<file path="src/rtl/tdq_pkg.sv">
// ----------------------------------------------------------------------------
// Triangular dither quantizer package
// Shared widths, hash constants, pipeline depth and the stage control type.
// ----------------------------------------------------------------------------
package tdq_pkg;

	// Field widths fixed by the pixel and level formats.
	localparam int PIX_W    = 16;
	localparam int CELL_W   = 32;
	localparam int LEVEL_W  = 16;
	localparam int CFG_W    = 5;
	localparam int PROD_W   = 2 * PIX_W;
	localparam int HASH_W   = 32;
	localparam int UNIF_W   = 24;

	// One lane for each color channel.
	localparam int NUM_LANES  = 3;
	// Register stages inside one lane.
	localparam int NUM_STAGES = 7;

	// Level bit settings.
	localparam logic [CFG_W-1:0] BITS_RESET   = 5'd8;
	localparam logic [CFG_W-1:0] BITS_DEFAULT = 5'd8;
	localparam logic [CFG_W-1:0] BITS_MAX     = 5'd16;

	// Hash and seed constants.
	localparam logic [HASH_W-1:0] SEED_MUL  = 32'd2654435761;
	localparam logic [HASH_W-1:0] SEED_XOR  = 32'h9e37_79b9;
	localparam logic [HASH_W-1:0] HASH_MUL1 = 32'h7feb_352d;
	localparam logic [HASH_W-1:0] HASH_MUL2 = 32'h846c_a68b;

	typedef logic [PIX_W-1:0]   pix_t;
	typedef logic [CELL_W-1:0]  cell_t;
	typedef logic [LEVEL_W-1:0] level_t;
	typedef logic [CFG_W-1:0]   cfg_t;
	typedef logic [HASH_W-1:0]  hash_t;

	// Per-stage load enables handed from the pipeline control to the lanes.
	typedef struct packed {
		logic [NUM_STAGES-1:0] en;
	} pipe_ctrl_t;

endpackage

</file>
<file path="src/rtl/tdq_if.sv">


interface tdq_level_if;
	import tdq_pkg::*;

	logic   valid;
	logic   ready;
	level_t red_level;
	level_t green_level;
	level_t blue_level;

	modport source (output valid, output red_level, output green_level,
		output blue_level, input ready);
	modport sink (input valid, input red_level, input green_level,
		input blue_level, output ready);
endinterface

</file>
<file path="src/rtl/tdq_merge.sv">
// ----------------------------------------------------------------------------
// Triangular dither quantizer merge stage
// Gathers the three lane codes into one output transaction and holds it in
// the output register until the consumer takes it.
// ----------------------------------------------------------------------------
module tdq_merge (
	input  logic            clk,
	input  logic            arst_n,
	input  logic            lane_valid,
	input  tdq_pkg::level_t lane_level [tdq_pkg::NUM_LANES],
	output logic            take,
	tdq_level_if.source     result
);
	import tdq_pkg::*;

	logic   out_valid_q;
	level_t level_q [NUM_LANES];

	// The output register loads whenever it is empty or being drained.
	assign take = !out_valid_q || result.ready;

	always_ff @(posedge clk or negedge arst_n) begin
		if (!arst_n) begin
			out_valid_q <= 1'b0;
		end else if (take) begin
			out_valid_q <= lane_valid;
		end
	end

	// Payload captures only real transactions.
	always_ff @(posedge clk) begin
		if (take && lane_valid) begin
			level_q <= lane_level;
		end
	end

	assign result.valid       = out_valid_q;
	assign result.red_level   = level_q[0];
	assign result.green_level = level_q[1];
	assign result.blue_level  = level_q[2];

endmodule

</file>
<file path="src/flat_wrapper.sv">
// flat-port wrapper written by rule: the top's interface ports become plain ports
module tdq_merge_flat import tdq_pkg::*;
  (clk, arst_n, lane_valid, lane_level, take, result_valid, result_red_level, result_green_level, result_blue_level, result_ready);
  tdq_level_if result_i ();
  input  logic clk;
  input  logic arst_n;
  input  logic lane_valid;
  input  tdq_pkg::level_t lane_level[tdq_pkg::NUM_LANES];
  output logic take;
  output wire logic [$bits(result_i.valid)-1:0] result_valid;
  output wire logic [$bits(result_i.red_level)-1:0] result_red_level;
  output wire logic [$bits(result_i.green_level)-1:0] result_green_level;
  output wire logic [$bits(result_i.blue_level)-1:0] result_blue_level;
  input wire logic [$bits(result_i.ready)-1:0] result_ready;
  assign result_valid = result_i.valid;
  assign result_red_level = result_i.red_level;
  assign result_green_level = result_i.green_level;
  assign result_blue_level = result_i.blue_level;
  assign result_i.ready = result_ready;
  tdq_merge u_core (.clk(clk), .arst_n(arst_n), .lane_valid(lane_valid), .lane_level(lane_level), .take(take), .result(result_i));
endmodule
</file>
<file path="config.mk">
export PLATFORM = sky130hd
export DESIGN_NAME = tdq_merge_flat
export DESIGN_NICKNAME = d
export VERILOG_FILES = /design/src/rtl/tdq_pkg.sv /design/src/rtl/tdq_if.sv /design/src/rtl/tdq_merge.sv /design/src/flat_wrapper.sv
export SDC_FILE = /design/constraint.sdc
export NUM_CORES = 1
export LEC_CHECK = 0
export BUFFER_PORTS_ARGS = -buffer_cell sky130_fd_sc_hd__buf_2
export CAP_MARGIN = 20
export CORE_MARGIN = 5
export CORE_UTILIZATION = 40
export CTS_CLUSTER_SIZE = 28
export DETAILED_ROUTE_END_ITERATION = 6
export PLACE_DENSITY_LB_ADDON = 0.12
export RECOVER_POWER = 25
export SLEW_MARGIN = 20
export SYNTH_ARGS = -nofsm -noshare
export SYNTH_HDL_FRONTEND = slang
export SYNTH_SLANG_ARGS = --single-unit
export TNS_END_PERCENT = 10
</file>
<file path="constraint.sdc">
create_clock -name clk -period 1.8 [get_ports clk]
set_input_delay 0.27 -clock clk [delete_from_list [all_inputs] [get_ports clk]]
set_output_delay 0.27 -clock clk [all_outputs]
set_load 0.05 [all_outputs]
</file>
==> flow_summary.toml <==
[logic_synthesis]
synth_common_cells = "edfxtp_1 (48), and2_4 (1), dfrtp_1 (1), nand2b_1 (1), nand2b_4 (1)"
synth_cell_types = 5
synth_most_common_cell = "edfxtp_1"
syn_avg_cell_area_sq_um = 28.8
async_flop_share = 0.0204
synth.net_count = 104
ys_seq_elements = 49
synth_top_area_share = 0.964
seq_area_frac_synth = 0.981
synth_edf_count = 48
ys.flop_type = "edfxtp_1"
syn_area_sq_um = 1500
ys_warn_count = 0
yosys.area.top_type = "edfxtp_1"
synth.area.top_cells = "edfxtp_1 (96%), dfrtp_1 (1.7%), nand2b_4 (0.92%)"
syn-instance-count = 52

[job]
maxCapViolCount = 0

[clock_network]
cts_inserted_buffers = 5
clockBufferDepth = 2
cts_resized = 0
tritoncts = "done"
path_clk_slew_ns = 0.08
root_buffer = "clkbuf_8"
clkLatencyLatePin_ns = 0.29
cts.sinks = 49
cts_setup_buffers = 0
htreeDepth = 2

[drt]
vias = 898
routedWlPerCell_um = 13.1
drt-total-wl_mm = 2.76
drc = 0
detail_route.iter0.violations = 40
ant_nets = 0
vias_per_cell = 4.26
drtPass1Iterations = 3

[timing]
final_max_slew_viol_count = 0
setup_viol = 0
slew_headroom = 0.815
hold_viol = 0
period_minus_slack_ns = 1.35
rsz0062_at_grt = "no"
max_freq_ghz = 0.741
finalSetupTns_ns = 0
finalCritPeriodShare = 0.749
worst_slew_pin_slew_ns = 0.277
clock_skew_ns = 0.00554

[cells_and_area]
n_fill_cell = 299
nets = 214
antennaDiodeCount = 0
drive_gt1_frac = 0.669
final-seq-area_sq_um = 1470
area_delta_synth_final_pct = 45.2
multi_input_area_sq_um = 28.8
postLayoutCoreUtil = 0.597

[setup_path]
critPathMaxStageDelay_ns = 0.41
critPathMaxFanout = 28
worstPathRequired_ns = 1.80
crit_chain = "nand2b_4, and2_4, buf_12"
critPathSlowestCell = "dfrtp_1"
worstPathArrival_ns = 1.35
critPathLaunchType = "flop"
crit_type = "flop to flop"
cp-end-kind = "flop"

[global_route]
grt_pass1_wl_mm = 4.08
gr-total-overflow = 0
grt_max_degree = 29
grt_usage = 0.110
antenna_found_initial = 0
grt_pass1_vias = 897

[placement]
place_congestion = 0.710
portBuffers = 101

[power_and_ir_drop]
powerDensity_nw_per_um2 = 1050
p_leak_nw = 0.933
ir_worst_vdd_mv = 0.543

[floorplanning]
ioPinCount = 102
rows = 22
core_sq_um = 3630
die_y_um = 71.1
fp.dieArea_sq_um = 5060
die_x_um = 71.1
start_util = 0.412

[worst_hold_path]
worstHoldPathType = "input pin to flop"

[outcome]
status = "completed"
cell families after synthesis:
kind of cell	after synthesis	synth area share
and+or+nand+nor	3	0.0192
DFF	49	0.981
area by class of cell:
cell class,instances,area share
Sequential cell,49,0.676
Timing Repair Buffer,103,0.247
Clock buffer,8,0.0369
Tap cell,48,0.0277
Multi-Input combinational cell,3,0.0133
routing by layer:
metal	up-vias	track usage	wire [um]
li1	424	-	-
met1	409	0.105	852
met2	59	0.178	1420
met3	6	0.0696	440
met4	0	0.0626	51
met5	-	0	0
cell usage in the layout, fill, tap and decap left out:
| cell type | Yosys | final |
|---|---|---|
| buf_2 | 0 | 101 |
| edfxtp_1 | 48 | 48 |
| clkbuf_8 | 0 | 5 |
| clkbuf_1 | 0 | 3 |
| nand2b_4 | 1 | 1 |
| nand2b_1 | 1 | 1 |
| and2_4 | 1 | 1 |
| dlygate4sd3_1 | 0 | 1 |
| buf_12 | 0 | 1 |
| dfrtp_1 | 1 | 1 |
sequential cells by signal, summed over array words and instances, names as in the netlist:
name,count
u_core.result.blue_level,16
u_core.result.green_level,16
u_core.result.red_level,16
u_core.result.valid,1
power breakdown:
part	internal [mW]	total, mW	switching, mW
sequential	1.33	1.34	0.0135
clock	0.276	0.584	0.308
combinational	0.0893	0.366	0.276
what timing repair did:
item	in CTS	in global routing
endpoints found under the setup margin	0	0
hold buffers	1	0
hold endpoints to repair	1	0
path summary, 6_finish.rpt:
kind	from	end	slack (ns)	cells after the start
max	u_core.result.valid	u_core.result.red_level[14]	0.45	3
max in group asynchronous	arst_n	u_core.result.valid	1.45	2
min	lane_level[3]	u_core.result.blue_level[3]	0.15	1
min reg2reg	u_core.result.valid	u_core.result.valid	0.56	2
max reg2reg	u_core.result.valid	u_core.result.red_level[14]	0.45	3
min in group asynchronous	arst_n	u_core.result.valid	0.27	2
worst max-delay path: cells and delay by family (launching register included):
| kind | cells | cell delay, ns |
|---|---|---|
| buffers and inverters | 1 | 0.22 |
| flip-flops | 1 | 0.41 |
| AND/OR/NAND/NOR | 2 | 0.40 |
through the flow:
stage	total power, mW	setup WS [ns]	instance area [sq um]	instances	hold slack, ns
after floorplan	1.61	0.120	1500	52	-0.0256
after detailed placement	1.74	0.439	2080	202	0.0459
final	2.29	0.451	2170	211	0.151
after global placement	1.73	0.481	2080	202	0.0454
after CTS	2.32	0.427	2170	211	0.140
after global routing	2.39	0.394	2170	211	0.123
Power figures use the tool's default switching activity.
