### src/rtl/tdq_pkg.sv
// ----------------------------------------------------------------------------
// Triangular dither quantizer package
// Shared widths, hash constants, pipeline depth and the stage control type.
// ----------------------------------------------------------------------------
package tdq_pkg;

	// Field widths fixed by the pixel and level formats.
	localparam int PIX_W    = 16;
	localparam int CELL_W   = 32;
	localparam int LEVEL_W  = 16;
	localparam int CFG_W    = 5;
	localparam int PROD_W   = 2 * PIX_W;
	localparam int HASH_W   = 32;
	localparam int UNIF_W   = 24;

	// One lane for each color channel.
	localparam int NUM_LANES  = 3;
	// Register stages inside one lane.
	localparam int NUM_STAGES = 7;

	// Level bit settings.
	localparam logic [CFG_W-1:0] BITS_RESET   = 5'd8;
	localparam logic [CFG_W-1:0] BITS_DEFAULT = 5'd8;
	localparam logic [CFG_W-1:0] BITS_MAX     = 5'd16;

	// Hash and seed constants.
	localparam logic [HASH_W-1:0] SEED_MUL  = 32'd2654435761;
	localparam logic [HASH_W-1:0] SEED_XOR  = 32'h9e37_79b9;
	localparam logic [HASH_W-1:0] HASH_MUL1 = 32'h7feb_352d;
	localparam logic [HASH_W-1:0] HASH_MUL2 = 32'h846c_a68b;

	typedef logic [PIX_W-1:0]   pix_t;
	typedef logic [CELL_W-1:0]  cell_t;
	typedef logic [LEVEL_W-1:0] level_t;
	typedef logic [CFG_W-1:0]   cfg_t;
	typedef logic [HASH_W-1:0]  hash_t;

	// Per-stage load enables handed from the pipeline control to the lanes.
	typedef struct packed {
		logic [NUM_STAGES-1:0] en;
	} pipe_ctrl_t;

endpackage

### src/rtl/tdq_lane.sv
// ----------------------------------------------------------------------------
// Triangular dither quantizer lane
// Seven-stage datapath for one color channel: seed hashing into two uniforms,
// exact division of value*levels by the channel full scale, dither add,
// rounding and clamping to the level range.
// ----------------------------------------------------------------------------
module tdq_lane #(
	parameter int CHANNEL_BITS = 16
) (
	input  logic                clk,
	input  tdq_pkg::pipe_ctrl_t ctrl,
	input  tdq_pkg::pix_t       chan,
	input  tdq_pkg::hash_t      seed_base,
	input  tdq_pkg::level_t     levels,
	output tdq_pkg::level_t     level
);
	import tdq_pkg::*;

	localparam int K      = CHANNEL_BITS;
	// Number of K-bit shifted terms for the quotient estimate.
	localparam int NTERM  = (PROD_W + K - 1) / K;
	localparam int R0_W   = K + 3;
	localparam int N_W    = UNIF_W + 3;
	localparam int SW     = K + 28;
	localparam logic [K:0]         FULL_SCALE = (K+1)'((64'd1 << K) - 64'd1);
	localparam logic [N_W-1:0]     NOISE_BIAS = N_W'(64'd1 << (UNIF_W - 1));
	localparam logic signed [SW-1:0] DEN1 = SW'((64'd1 << K) - 64'd1) << UNIF_W;
	localparam logic signed [SW-1:0] DEN2 = DEN1 <<< 1;

	// Stage registers.
	hash_t                 seed_s1;
	logic [PROD_W-1:0]     prod_s1;
	hash_t                 h0_s2, h1_s2;
	logic [PROD_W-1:0]     prod_s2;
	logic [PROD_W-1:0]     q0_s2;
	hash_t                 h0_s3, h1_s3;
	logic [PROD_W-1:0]     q0_s3;
	logic [R0_W-1:0]       r0_s3;
	logic signed [N_W-1:0] n_s4;
	logic [PROD_W-1:0]     q1_s4;
	logic [K-1:0]          r1_s4;
	logic signed [SW-1:0]  s0_s5;
	logic [PROD_W-1:0]     q1_s5;
	logic [1:0]            cnt_s6;
	logic [PROD_W-1:0]     q1_s6;
	level_t                level_s7;

	// Combinational values between stages.
	hash_t                 x0_a, x1_a, x0_b, x1_b, x0_c, x1_c;
	logic [PROD_W-1:0]     q0_est;
	logic [UNIF_W-1:0]     u0, u1;
	logic [2:0]            hi;
	logic [K:0]            fold;
	logic [PROD_W+1:0]     code_p1;

	// Stage 1: seed multiply and value times level count.
	always_ff @(posedge clk) begin
		if (ctrl.en[0]) begin
			seed_s1 <= HASH_W'(seed_base * SEED_MUL);
			prod_s1 <= PROD_W'(PROD_W'(chan) * PROD_W'(levels));
		end
	end

	// Stage 2: first hash round and quotient estimate by the series 1/(2^K-1).
	always_comb begin
		x0_a = seed_s1 ^ (seed_s1 >> 16);
		x1_a = (seed_s1 ^ SEED_XOR) ^ ((seed_s1 ^ SEED_XOR) >> 16);
		q0_est = '0;
		for (int i = 1; i <= NTERM; i++) begin
			q0_est = q0_est + (prod_s1 >> (i * K));
		end
	end

	always_ff @(posedge clk) begin
		if (ctrl.en[1]) begin
			h0_s2   <= HASH_W'(x0_a * HASH_MUL1);
			h1_s2   <= HASH_W'(x1_a * HASH_MUL1);
			prod_s2 <= prod_s1;
			q0_s2   <= q0_est;
		end
	end

	// Stage 3: second hash round and the remainder left by the estimate.
	always_comb begin
		x0_b = h0_s2 ^ (h0_s2 >> 15);
		x1_b = h1_s2 ^ (h1_s2 >> 15);
	end

	always_ff @(posedge clk) begin
		if (ctrl.en[2]) begin
			h0_s3 <= HASH_W'(x0_b * HASH_MUL2);
			h1_s3 <= HASH_W'(x1_b * HASH_MUL2);
			q0_s3 <= q0_s2;
			r0_s3 <= R0_W'(prod_s2 + q0_s2 - (q0_s2 << K));
		end
	end

	// Stage 4: final hash shift into uniforms, noise sum, remainder folding.
	always_comb begin
		x0_c = h0_s3 ^ (h0_s3 >> 16);
		x1_c = h1_s3 ^ (h1_s3 >> 16);
		u0   = x0_c[HASH_W-1 -: UNIF_W];
		u1   = x1_c[HASH_W-1 -: UNIF_W];
		hi   = r0_s3[R0_W-1 -: 3];
		fold = {1'b0, r0_s3[K-1:0]} + (K+1)'(hi);
	end

	always_ff @(posedge clk) begin
		if (ctrl.en[3]) begin
			n_s4 <= $signed(N_W'(u0) + N_W'(u1) - NOISE_BIAS);
			if (fold >= FULL_SCALE) begin
				r1_s4 <= K'(fold - FULL_SCALE);
				q1_s4 <= q0_s3 + PROD_W'(hi) + PROD_W'(1);
			end else begin
				r1_s4 <= K'(fold);
				q1_s4 <= q0_s3 + PROD_W'(hi);
			end
		end
	end

	// Stage 5: remainder scaled by 2^24 plus noise times the full scale.
	always_ff @(posedge clk) begin
		if (ctrl.en[4]) begin
			s0_s5 <= $signed((SW'(r1_s4) << UNIF_W) + (SW'(n_s4) << K) - SW'(n_s4));
			q1_s5 <= q1_s4;
		end
	end

	// Stage 6: the fractional part lands in one of four unit intervals.
	always_ff @(posedge clk) begin
		if (ctrl.en[5]) begin
			cnt_s6 <= 2'(s0_s5 >= 0) + 2'(s0_s5 >= DEN1) + 2'(s0_s5 >= DEN2);
			q1_s6  <= q1_s5;
		end
	end

	// Stage 7: code plus one, then clamp to the level range.
	assign code_p1 = (PROD_W+2)'(q1_s6) + (PROD_W+2)'(cnt_s6);

	always_ff @(posedge clk) begin
		if (ctrl.en[6]) begin
			if (code_p1 == '0) begin
				level_s7 <= '0;
			end else if (code_p1 > (PROD_W+2)'(levels) + (PROD_W+2)'(1)) begin
				level_s7 <= levels;
			end else begin
				level_s7 <= LEVEL_W'(code_p1 - (PROD_W+2)'(1));
			end
		end
	end

	assign level = level_s7;

endmodule

### config.mk
export PLATFORM = sky130hd
export DESIGN_NAME = tdq_lane
export DESIGN_NICKNAME = d
export VERILOG_FILES = /design/src/rtl/tdq_pkg.sv /design/src/rtl/tdq_lane.sv
export SDC_FILE = /design/constraint.sdc
export NUM_CORES = 2
export LEC_CHECK = 0
export BUFFER_PORTS_ARGS = -buffer_cell sky130_fd_sc_hd__buf_2
export CORE_MARGIN = 2
export CORE_UTILIZATION = 30
export DETAILED_ROUTE_END_ITERATION = 8
export HOLD_SLACK_MARGIN = 0.08
export SLEW_MARGIN = 20
export SYNTH_ARGS = -nofsm -noshare
export SYNTH_HDL_FRONTEND = slang
export SYNTH_SLANG_ARGS = --single-unit
### constraint.sdc
create_clock -name clk -period 7.9 [get_ports clk]
set_input_delay 1.58 -clock clk [delete_from_list [all_inputs] [get_ports clk]]
set_output_delay 1.58 -clock clk [all_outputs]
set_load 0.03 [all_outputs]
==> results.json <==
{
  "status": "completed",
  "ys_async_sr_fraction": 0,
  "nets": 9282,
  "die_area_sq_um": 233000,
  "htree_levels": 2,
  "clock_latency_ns": 0.62,
  "finalHoldViolations": 0,
  "crit_chain": "xor2_1, ha_1, ha_1, fa_1, inv_1, fa_1, inv_1, fa_1, inv_1, fa_1, fa_1, inv_1, fa_1, ha_1, a21o_1, a21o_1, a22o_1, a21o_1, a41o_1, o22a_1, a21oi_1, xnor2_1",
  "cap_violations": 0,
  "setup_viol": 0,
  "firstDrtPassIters": 5,
  "syn_nets": 9012,
  "path_common_cell": "fa_1",
  "syn_to_final_growth_pct": 10.3,
  "wl_per_cell_um": 16.5,
  "grt_pass1_vias": 48512,
  "rows": 175,
  "skew_ns": 0.0494,
  "gp_congestion": 0.914,
  "ctsHoldBuffers": 0,
  "period_share": 0.967,
  "ys_warn_count": 0,
  "tightest_slew_ns": 1.06,
  "core-area_sq_um": 228000,
  "antenna_found_initial": 7,
  "postPlaceCellArea_sq_um": 74300,
  "fmax_mhz": 131,
  "rsz0062_at_grt": "false",
  "hold_class": "reg -> reg",
  "clk_pin_slew_ns": 0.06,
  "drive_above_1_share": 0.0598,
  "layout_common_cells": "inv_1 (1993), ha_1 (1193), fa_1 (1147), edfxtp_1 (376), xnor2_1 (338)",
  "cts_buffers": 44,
  "critical_path_arrival_ns": 7.94,
  "io_buffers": 87,
  "slew_viol_final": 0,
  "grt_max_degree": 65,
  "synth_flop_cell": "edfxtp_1",
  "synth_cell_types": 83,
  "clkSinkCount": 376,
  "finalWirelength_um": 164000,
  "dp_hpwl_um": 144000,
  "cts_root_buffer": "clkbuf_16",
  "drt_iter0_drc": 1969,
  "via_per_inst": 4.42,
  "fin_area_sq_um": 75900,
  "cp-end-kind": "flop",
  "crit_path_start_kind": "flop",
  "postCtsSetupBuffers": 0,
  "fp.dieH_um": 483,
  "layout_commonest_cell": "inv_1",
  "critPathMaxStageDelay_ns": 0.86,
  "cts_tree": "built",
  "cp_slowest_cell": "xor2_1",
  "period_minus_slack_ns": 7.64,
  "synth_edf_count": 376,
  "syn_area_sq_um": 68800,
  "initial_core_util": 0.302,
  "grt_pass1_wl_um": 265000,
  "clock_path_buffers": 3,
  "syn_area_per_cell_sq_um": 10.4,
  "cp.required_ns": 8.21,
  "vias": 43840,
  "slew_headroom": 0.292,
  "path_max_fanout": 8,
  "grt-ovfl-total": 0,
  "yosysSeqAreaShare": 0.164,
  "crit_type": "reg -> reg",
  "r2r_setup_slack_ns": 0.26,
  "io_pins": 88,
  "cts-resized-gates": 0,
  "syn_inst": 6600,
  "die-width_um": 483,
  "ys_ff_latch": 376,
  "drcViolationCount": 0,
  "grt_usage": 0.144,
  "antenna_left": 0
}
state kept, by name (all words and copies together) (netlist names), 19 cells and up:
| register | count |
|---|---|
| h0_s2 | 32 |
| prod_s1 | 32 |
| seed_s1 | 32 |
| h1_s2 | 31 |
| n_s4 | 26 |
| h0_s3 | 24 |
| h1_s3 | 24 |
| s0_s5 | 20 |
| r0_s3 | 19 |
area by class of cell:
type | instances | area, sq um
fillers | 23023 | 152000
multi-input cells | 4174 | 49900
flip-flops and latches | 376 | 11300
inverters | 1994 | 7480
well taps | 3009 | 3760
repair buffers | 280 | 1920
clock buffers | 46 | 1130
clock inverters | 35 | 460
diodes | 4 | 10.0
path summary, 6_finish.rpt:
| kind | depth (start not counted) | start | to |
|---|---|---|---|
| worst max-delay path | 22 | h0_s2[24]$_DFFE_PP_ | h0_s3[31]$_DFFE_PP_ |
| worst max register to register | 22 | h0_s2[24]$_DFFE_PP_ | h0_s3[31]$_DFFE_PP_ |
| worst min-delay path | 0 | q1_s4[7]$_DFFE_PP_ | q1_s5[7]$_DFFE_PP_ |
| worst min register to register | 0 | q1_s4[7]$_DFFE_PP_ | q1_s5[7]$_DFFE_PP_ |
cells by family after synthesis:
logic type                 count (synthesis)  share of synthesized area
muxes                                     14                    0.00204
DFF                                      376                      0.164
xor gates and xnor gates                 501                     0.0642
buffers and inverters                   2050                      0.112
adders and majority gates               2340                      0.551
and+or+nand+nor                          838                     0.0608
other                                      1                  0.0000545
AOI/OAI and AO/OA                        480                     0.0461
Yosys cell counts, drive strengths merged, types with 5 or more instances:
master     n  area share
a211oi    17      0.0019
a21boi     6     0.00065
a21o      77      0.0084
a21oi    146       0.011
a31o       7     0.00089
a31oi     15      0.0015
and2     114       0.010
and3      37      0.0034
and4       6     0.00076
buf        8     0.00053
clkbuf    48      0.0026
edfxtp   376        0.16
fa      1147        0.33
ha      1193        0.22
inv     1994        0.11
mux2i     14      0.0020
nand2    257       0.014
nand2b    28      0.0025
nand3     69      0.0052
nand4     21      0.0019
nand4b     5     0.00073
nor2     165      0.0091
nor2b     35      0.0032
nor3      46      0.0036
nor4      11      0.0016
o211ai    11      0.0013
o21a      29      0.0032
o21ai     91      0.0066
o21bai    18      0.0020
o31ai      6     0.00065
o41ai      7      0.0015
or2       16      0.0015
or3       13      0.0012
or4        6     0.00065
xnor2    338       0.043
xor2     161       0.020
metal layers:
| metal | global-route usage | up-vias | share of wire | wire, um |
|---|---|---|---|---|
| met5 | 0 | - | 0 | 0 |
| met4 | 0.0430 | 0 | 0.032 | 5310 |
| met3 | 0.0127 | 216 | 0.032 | 5290 |
| met2 | 0.254 | 717 | 0.50 | 81200 |
| met1 | 0.188 | 21999 | 0.44 | 72000 |
| li1 | - | 20908 | - | - |
through the flow:
step | utilization | setup WS (ns) | hold WS, ns | TNS, ns | instances
2_1_floorplan | - | 0.0882 | 0.400 | 0 | 6600
3_3_place_gp | 0.326 | -0.184 | 0.401 | -0.438 | 9833
3_5_place_dp | 0.326 | -0.136 | 0.405 | -0.441 | 9833
4_1_cts | 0.333 | 0.274 | 0.417 | 0 | 9914
5_1_grt | 0.333 | 0.00580 | 0.423 | 0 | 9915
6_report | 0.333 | 0.262 | 0.418 | 0 | 9918
critical path: cells and delay by family (launching register included):
| family | cells | cell delay (ns) |
|---|---|---|
| buf+inv | 4 | 0.25 |
| flops | 1 | 0.48 |
| compound gates | 7 | 1.58 |
| xor+xnor | 2 | 1.16 |
| fa+ha+maj | 9 | 3.85 |
Power is not shown: default switching activity piles up to over one toggle a cycle in this logic, so the estimate is an artifact.
